## src/design/arrow_scanline_coverage_defines.svh

```systemverilog
// Assertion macros shared by the arrow coverage RTL.
// Both macros sample on posedge clk and are disabled while rst_n is low.
`ifndef ARROW_SCANLINE_COVERAGE_DEFINES_SVH
`define ARROW_SCANLINE_COVERAGE_DEFINES_SVH

`ifndef NO_ASSERTIONS

// Same-cycle implication.
`define ASC_ASSERT_NOW(lbl, ante, cons, msg) \
  lbl: assert property (@(posedge clk) disable iff (!rst_n) (ante) |-> (cons)) \
    else $error(msg);

// Next-cycle implication.
`define ASC_ASSERT_NEXT(lbl, ante, cons, msg) \
  lbl: assert property (@(posedge clk) disable iff (!rst_n) (ante) |=> (cons)) \
    else $error(msg);

`else

`define ASC_ASSERT_NOW(lbl, ante, cons, msg)
`define ASC_ASSERT_NEXT(lbl, ante, cons, msg)

`endif

`endif

```

## src/design/asc_pkg.sv

```systemverilog
package asc_pkg;

  localparam int COORD_W  = 12;
  localparam int QUO_W    = 12;
  localparam int PROD_W   = 2 * COORD_W;
  localparam int COLOR_W  = 24;
  localparam int PX_W     = 8;
  localparam int PY_W     = 7;

  localparam int GRID_WIDTH  = 256;
  localparam int GRID_HEIGHT = 128;

  localparam logic [COLOR_W-1:0] BG_COLOR = 24'h0B1118;

  typedef enum logic [2:0] {
    REG_TOP_ROW            = 3'd0,
    REG_MIDDLE_ROW         = 3'd1,
    REG_BOTTOM_ROW         = 3'd2,
    REG_UPPER_SHOULDER_ROW = 3'd3,
    REG_LOWER_SHOULDER_ROW = 3'd4,
    REG_BASE_COLUMN        = 3'd5,
    REG_TIP_COLUMN         = 3'd6,
    REG_TAIL_COLUMN        = 3'd7
  } asc_reg_t;

  typedef logic signed [COORD_W-1:0] coord_t;

  typedef struct packed {
    coord_t top_row;
    coord_t middle_row;
    coord_t bottom_row;
    coord_t upper_shoulder_row;
    coord_t lower_shoulder_row;
    coord_t base_column;
    coord_t tip_column;
    coord_t tail_column;
  } asc_cfg_t;

  // Per-pixel data riding alongside the divider.
  typedef struct packed {
    logic [COLOR_W-1:0] fg;
    logic [PX_W-1:0]    px;
    coord_t             x0;
    coord_t             straight;
    logic               dx_neg;
    logic               hit;     // row in range and pixel inside buffer
    logic               zero;    // zero-height edge
  } asc_side_t;

  // Word passed from cell to cell.
  typedef struct packed {
    logic               valid;
    logic [PROD_W-1:0]  rem;
    logic [QUO_W-1:0]   quo;
    logic [COORD_W-1:0] den;
    asc_side_t          side;
  } asc_cell_t;

endpackage

```

## src/design/asc_front.sv

```systemverilog
`include "arrow_scanline_coverage_defines.svh"

module asc_front
  import asc_pkg::*;
#(
  parameter int WIDTH  = GRID_WIDTH,
  parameter int HEIGHT = GRID_HEIGHT
) (
  input  logic               clk,
  input  logic               rst_n,
  input  logic               adv,
  input  logic               in_valid,
  input  logic [PX_W-1:0]    in_pixel_x,
  input  logic [PY_W-1:0]    in_pixel_y,
  input  logic [COLOR_W-1:0] in_fg_color,
  input  asc_cfg_t           cfg,
  output asc_cell_t          cell_out
);

  localparam int EXT_W = COORD_W + 1;

  logic signed [EXT_W-1:0] py_s, top_s, mid_s, bot_s, ush_s, lsh_s;
  logic signed [EXT_W-1:0] y0_s, y1_s, x0_s, x1_s;
  logic signed [EXT_W-1:0] dy_s, den_s, dx_s, dx_abs_s;
  logic                    upper;
  asc_side_t               side_nxt;

  // stage A: operand setup
  logic                    sa_valid_r;
  asc_side_t               sa_side_r;
  logic [COORD_W-1:0]      sa_dx_r, sa_dy_r, sa_den_r;
  asc_cell_t               cell_r;

  always_comb begin
    py_s  = $signed({{(EXT_W-PY_W){1'b0}}, in_pixel_y});
    top_s = {cfg.top_row[COORD_W-1], cfg.top_row};
    mid_s = {cfg.middle_row[COORD_W-1], cfg.middle_row};
    bot_s = {cfg.bottom_row[COORD_W-1], cfg.bottom_row};
    ush_s = {cfg.upper_shoulder_row[COORD_W-1], cfg.upper_shoulder_row};
    lsh_s = {cfg.lower_shoulder_row[COORD_W-1], cfg.lower_shoulder_row};

    upper = (py_s <= mid_s);
    y0_s  = upper ? top_s : mid_s;
    y1_s  = upper ? mid_s : bot_s;
    x0_s  = upper ? {cfg.base_column[COORD_W-1], cfg.base_column}
                  : {cfg.tip_column[COORD_W-1], cfg.tip_column};
    x1_s  = upper ? {cfg.tip_column[COORD_W-1], cfg.tip_column}
                  : {cfg.base_column[COORD_W-1], cfg.base_column};

    dy_s     = py_s - y0_s;
    den_s    = y1_s - y0_s;
    dx_s     = x1_s - x0_s;
    dx_abs_s = dx_s[EXT_W-1] ? -dx_s : dx_s;

    side_nxt.fg       = in_fg_color;
    side_nxt.px       = in_pixel_x;
    side_nxt.x0       = x0_s[COORD_W-1:0];
    side_nxt.straight = (py_s >= ush_s && py_s <= lsh_s) ? cfg.tail_column
                                                         : cfg.base_column;
    side_nxt.dx_neg   = dx_s[EXT_W-1];
    side_nxt.hit      = (32'(in_pixel_x) < WIDTH) && (32'(in_pixel_y) < HEIGHT) &&
                        (py_s >= top_s) && (py_s <= bot_s);
    side_nxt.zero     = (den_s == '0);
  end

  always_ff @(posedge clk) begin
    if (!rst_n) begin
      sa_valid_r <= 1'b0;
    end else if (adv) begin
      sa_valid_r <= in_valid;
    end
  end

  always_ff @(posedge clk) begin
    if (adv) begin
      sa_side_r <= side_nxt;
      sa_dx_r   <= dx_abs_s[COORD_W-1:0];
      sa_dy_r   <= dy_s[COORD_W-1:0];
      sa_den_r  <= den_s[COORD_W-1:0];
    end
  end

  // stage B: magnitude product |dx| * dy
  always_ff @(posedge clk) begin
    if (!rst_n) begin
      cell_r <= '0;
    end else if (adv) begin
      cell_r.valid <= sa_valid_r;
      cell_r.rem   <= sa_dx_r * sa_dy_r;
      cell_r.quo   <= '0;
      cell_r.den   <= sa_den_r;
      cell_r.side  <= sa_side_r;
    end
  end

  assign cell_out = cell_r;

  `ASC_ASSERT_NEXT(a_front_load, in_valid && adv, sa_valid_r, "accepted word not loaded")
  `ASC_ASSERT_NOW(a_front_dy_le_den, sa_valid_r && sa_side_r.hit && !sa_side_r.zero,
                  sa_dy_r <= sa_den_r, "row offset exceeds edge height")

endmodule

```

## config.mk

```make
export PLATFORM = sky130hd
export DESIGN_NAME = asc_front
export DESIGN_NICKNAME = d
export VERILOG_FILES = /design/src/design/asc_pkg.sv /design/src/design/asc_front.sv
export VERILOG_INCLUDE_DIRS = /design/src /design/src/design
export SDC_FILE = /design/constraint.sdc
export NUM_CORES = 1
export LEC_CHECK = 0
export ABC_AREA = 1
export ABC_CLOCK_PERIOD_IN_PS = 5200
export BUFFER_PORTS_ARGS = -buffer_cell sky130_fd_sc_hd__buf_2
export CORE_UTILIZATION = 52
export CTS_BUF_LIST = sky130_fd_sc_hd__clkbuf_4 sky130_fd_sc_hd__clkbuf_8 sky130_fd_sc_hd__clkbuf_16
export CTS_CLUSTER_DIAMETER = 100
export DETAILED_ROUTE_END_ITERATION = 7
export MAX_ROUTING_LAYER = met4
export PLACE_DENSITY = 0.84
export SLEW_MARGIN = 40
export SYNTH_ARGS = -nofsm -noshare
export SYNTH_HDL_FRONTEND = slang
export SYNTH_SLANG_ARGS = --single-unit
```

## constraint.sdc

```tcl
create_clock -name clk -period 5.2 [get_ports clk]
set_input_delay 1.04 -clock clk [delete_from_list [all_inputs] [get_ports clk]]
set_output_delay 1.04 -clock clk [all_outputs]
set_load 0.1 [all_outputs]
```

; Yosys cells after proc, flatten, opt, wreduce, memory -nomap -nowiden
; Index checks and enable logic that the tools add are counted.
[classes]
reduce_logical = 3
n_lt_le_gt_ge = 5
mux = 6
multipliers = 1
n_addsub = 4
[op_table]
columns = cell, count
row1 = 13-bit two-way mux, 4
row2 = 8-bit by 12-bit <= comparator with 1-bit output, 3
row3 = 13-bit subtractor, 2
row4 = 8-bit by 12-bit >= comparator with 1-bit output, 2
row5 = 12-bit by 12-bit multiplier with 24-bit output, 1
row6 = 12-bit two-way mux, 2
row7 = 13-bit zero test, 1
row8 = 12-bit negation, 1
row9 = 8-bit by 12-bit subtractor with 12-bit output, 1
row10 = 1-bit logical AND, 2
[word_totals]
register_bits = 192
input_bits = 139
output_inout_bits = 108

; Longest topological paths before layout
[depth]
depth_word = 5
ltp_mapped = 30
depth_no_buf = 29

; Worst setup path before layout
; OpenSTA, ideal clock, no wires.
[synth_path]
kind = register to register
start = register sa_dy_r[11]
end = register cell_r, in the netlist cell_out[103]
path_buffers = 1
slack_ns = -0.018
synth_period_minus_slack_ns = 5.218
arrival_ns = 5.103
setup_ns = 0.115
stages_incl_launch_ff = 23
required_time_ns = 5.085
path_cell_list = edfxtp_1 -> clkbuf_1 -> nand2_1 -> fa_1 -> fa_1 -> inv_1 -> fa_1 -> fa_1 -> inv_1 -> fa_1 -> inv_1 -> ha_1 -> nand2_1 -> nor2_1 -> nand2_1 -> o211ai_1 -> a31oi_1 -> o21ai_0 -> a21boi_0 -> o21ai_0 -> xor2_1 -> o21ai_0 -> inv_1
[synth_via]
elab_chain_cells = 1
[synth_rtl]
columns = element, line_no
row1 = from (decl), asc_front.sv:31  ; logic [COORD_W-1:0] sa_dx_r, sa_dy_r, sa_den_r;
row2 = from (signal assigned), asc_front.sv:78  ; sa_dy_r <= dy_s[COORD_W-1:0];
row3 = 12-bit by 12-bit multiplier with 24-bit output, asc_front.sv:89  ; cell_r.rem <= sa_dx_r * sa_dy_r;
row4 = to (decl), asc_front.sv:32  ; asc_cell_t cell_r;
; Every way passes these cells.
; A chain may end at the register's enable or synchronous reset.

; Final worst setup path
[layout_path]
start = register sa_dx_r[6]
end = register cell_r, in the netlist cell_out[106]
[layout_via]
elab_chain_cells = 1
[layout_rtl]
columns = element, line_no
row1 = from (decl), asc_front.sv:31
row2 = from (signal assigned), asc_front.sv:77  ; sa_dx_r <= dx_abs_s[COORD_W-1:0];
row3 = 12-bit by 12-bit multiplier with 24-bit output, asc_front.sv:89
; Every way passes these cells.

==> results.md <==
- The number of hold buffers added after CTS was 0.
- The via count of the first global-routing pass came to roughly 13000.
- The clock tree skew after final layout is 14.3 ps.
- The I/O pin count is around 250.
- The smallest clock period supported by the final layout is computed as between 5000 and 6000 ps.
- The average via count per standard cell is 5.24.
- Summing all multi-input logic gate instances after layout gives roughly 8400 um2.
- The total of max-cap violations is 0.
- Traced cell by cell, the critical path runs through buf_4 -> nand2_1 -> inv_1 -> fa_2 -> fa_1 -> fa_1 -> fa_1 -> inv_2 -> fa_1 -> inv_2 -> ha_4 -> buf_4 -> nand2_4 -> nor4_4 -> nand4_1 -> o211ai_1 -> or2_4 -> nand3_1 -> o211ai_1 -> inv_1.
- The area growth from synthesis to layout is 21.1%.
- The maximum number of pins on one net before global-route repair is between 150 and 200.
- The logic depth of the worst register-to-register path is 20.
- In this run the horizontal extent of the chip is approximately 170 um.
- The wire-length estimate of the detail-placed layout is 29100 um.
- Among cell families on the critical path, the largest total delay comes from adder cells.
- Summing all non-filler instances in the final layout gives an area of about 17000 um2.
- The number of buffer cells added on primary ports is 234.
- The first detailed-routing pass ran for 6 iterations.
- Setup violations remaining at the end of the flow were counted as 0.
- The register area is 4790 um2.
- The number of standard-cell rows in the floorplan is 60.
- Of all nets on the critical path, the largest fanout is 4.
- The clock tree from TritonCTS is built.
- The global-route usage over all layers is 0.277.
- After synthesis the cells add up to 14400 um2.
- After detailed routing, the number of remaining DRC violations is 0.
- The layout has about 2200 filler cells.
- The count of placed standard cells in the final layout, fillers left out is ~2400.
- The startpoint class of the critical path is a register.
- For the worst setup path, the data arrival time is about 5400 ps.
- The cell seen most often among critical-path stages is fa_1.
- The initial utilization of the core area, before any placement, comes to 0.532.
- The number of antenna violations at the first check in global routing is 2.
- Counting flops with a built-in enable in the synthesized netlist gives 95.
- The endpoint type of the worst setup path is a register.
- The post-synthesis instance total is ~1800.
- The latest clock arrival within the worst-skew pair is around 450 ps.
- The flow ran to the end, and the final reports show no timing, DRC or antenna violations.
- In this run the critical register-to-register path is launched from sa_dx_r[6].
- The clock-pin slew on the worst setup and hold paths is 80 ps.
- The area of the die is 28300 um2.
- The measured slew at the worst slew-check pin is 854 ps.
- The placement-stage cell area is ~16000 um2.
- The total number of cells along the worst setup path is 20.
- After routing, the total negative slack on setup checks comes to 0 ps.
- The max-slew violation count was 0.
- The cell at the root of the clock tree is clkbuf_16.
- For this design, the slowest cell found on the critical path is fa_1.
- The first global-routing pass estimated 60300 um of wire.
- The layout cell share with drive strength beyond 1 is 0.223.
- Routability-driven placement finished with a final weighted congestion of between 0.9 and 1.
- For this run, the post-layout net count is 2422.
- The remaining max-slew budget at the tightest pin is 0.431.
- Global routing finished with a remaining overflow of 0.
- The minimum setup slack among reg-to-reg paths is about 100 ps.
- The worst endpoint required time is about 5500 ps.
- In the synthesized netlist the async set-or-reset flop fraction comes to 0.
- The number of distinct library cell variants in the gate-level netlist after synthesis is 47.
- The detailed router placed approximately 13000 vias in this run.
- Setup repair after global routing could not meet its margin everywhere.
- The clock passes through at most 2 buffers.
- Together, buffers and inverters on the worst path number 6.
- The total CTS buffers is 17.
- The per-cell routed wire length is 15.9 um.
- In this run the critical register-to-register path is captured at cell_out[106].
- After detailed placement, the design holds a cell count of approximately 2300.
- The mean area per synthesized cell is between 8 and 9 um2.
- For this run, the slowest stage of the critical path takes between 500 and 600 ps.
- The most used flip-flop cell after synthesis is dfxtp_1.
- Clock tree synthesis found a total of 192 sinks.
- The worst hold path class is reg -> reg.
- The critical path starts at sa_dx_r[6].
- The number of nets still failing antenna checks after routing is 0.
- For this block, the initial DRC count from the detailed router was around 790.
- The standard cell core area is 27000 um2.
- The number of H-tree levels is 4.
- The synthesized design contains between 150 and 200 register bits.
- The setup path with the least slack is of type reg -> reg.
- In the finished design, the share of the clock period the worst path needs comes to 0.981.
- Static timing analysis puts the maximum clock frequency at approximately 0.20 GHz.
- The die is 168 um tall.
- The proportion of synthesized chip area in sequential cells is 0.334.
- The total count of hold-check failures in the final report is 0.
- The final layout contains routed wiring with a total length of between 30000 and 40000 um.
- The critical path ends at cell_out[106].
- The number of warnings printed during yosys synthesis is 0.
[what timing repair did]
item / in CTS / in global routing
endpoints found under the setup margin: 6 / 10
pin swaps: 6 / 53
resized for setup: 13 / 88
buffers inserted: 17 / 19
[area by class of cell]
| type | instances | area share |
|---|---|---|
| diodes | 2 | 0.000288 |
| flip-flops and latches | 192 | 0.276 |
| multi-input cells | 1203 | 0.483 |
| inverters | 322 | 0.0695 |
| repair buffers | 327 | 0.112 |
| clock buffers | 17 | 0.0244 |
| well taps | 341 | 0.0245 |
| clock inverters | 15 | 0.0112 |
[routing by layer]
layer	vias to the layer above	wire length, um	GRT usage
met4	0	1350	0.116
met5	-	0	-
li1	6129	-	-
met3	91	1990	0.0402
met2	445	19300	0.479
met1	6019	15700	0.323
[cell usage after synthesis, drive strengths merged, types with 6 or more instances]
| cell | n | area share |
|---|---|---|
| xor2 | 26 | 0.016 |
| fa | 102 | 0.14 |
| buf | 16 | 0.0084 |
| edfxtp | 95 | 0.20 |
| nand2 | 365 | 0.097 |
| dfxtp | 97 | 0.14 |
| ha | 118 | 0.10 |
| o21ai | 142 | 0.050 |
| or2 | 13 | 0.0057 |
| o211ai | 6 | 0.0031 |
| clkbuf | 61 | 0.016 |
| nand3 | 56 | 0.021 |
| nor2 | 229 | 0.060 |
| xnor2 | 19 | 0.012 |
| a21oi | 56 | 0.020 |
| nand4 | 17 | 0.0074 |
| nor4 | 8 | 0.0035 |
| inv | 322 | 0.084 |
[cell usage in the layout (no fill, tap or decap), types with 15 or more instances in the layout]
cell	synthesis	layout
nand2_2	9	19
buf_2	1	233
nor2_1	229	226
inv_1	318	309
ha_1	118	108
xnor2_1	19	19
clkbuf_16	0	17
xor2_1	26	26
a21oi_1	54	44
fa_1	102	95
nand4_1	17	17
nand2_1	355	341
edfxtp_1	95	95
o21ai_0	138	129
dfxtp_1	97	97
buf_6	2	15
buf_4	12	78
nand3_1	53	52
[registers in the layout, indices dropped and copies added (netlist names)]
name	count
sa_den_r	12
sa_dx_r	12
sa_side_r	59
sa_dy_r	12
cell_out	96
sa_valid_r	1
[cells by family (layout without fill, tap and decap cells)]
family                   Yosys count  count (layout)  share of synthesized area
AO/OA/AOI/OAI                    228             228                     0.0857
other                              1              14                   0.000261
buffers and inverters            399             681                      0.108
AND/OR/NAND/NOR                  698             698                      0.200
adder cells (fa/ha/maj)          220             220                      0.245
XOR/XNOR                          45              45                     0.0274
flip-flops                       192             192                      0.334
[worst min-delay path: stages (launching register included)]
cell      delay (ps)
edfxtp_1         320
nor2_1            40
nor2_1            80
[worst min path at each step]
stage	startpoint	to	slack, ps	depth (start not counted)
final	sa_side_r[37]	cell_out[37]	480	2
after global routing	sa_side_r[24]	cell_out[24]	500	2
after CTS	sa_side_r[37]	cell_out[37]	480	2
after detailed placement	sa_side_r[49]	cell_out[49]	460	2
after global placement	sa_side_r[42]	cell_out[42]	450	2
after floorplan	sa_side_r[0]	cell_out[0]	450	2
[per-stage QoR]
step                setup WS, ps  hold WS, ps   util
floorplan                   7.99          447      -
global placement            -139          452  0.596
detailed placement          -226          462  0.596
CTS                        -20.9          476  0.625
global route               -98.5          497  0.644
finish                       101          476  0.644
Power is left out: the tool's default activity adds up to more than one toggle a clock period on the data nets, which glitch-free logic cannot reach.
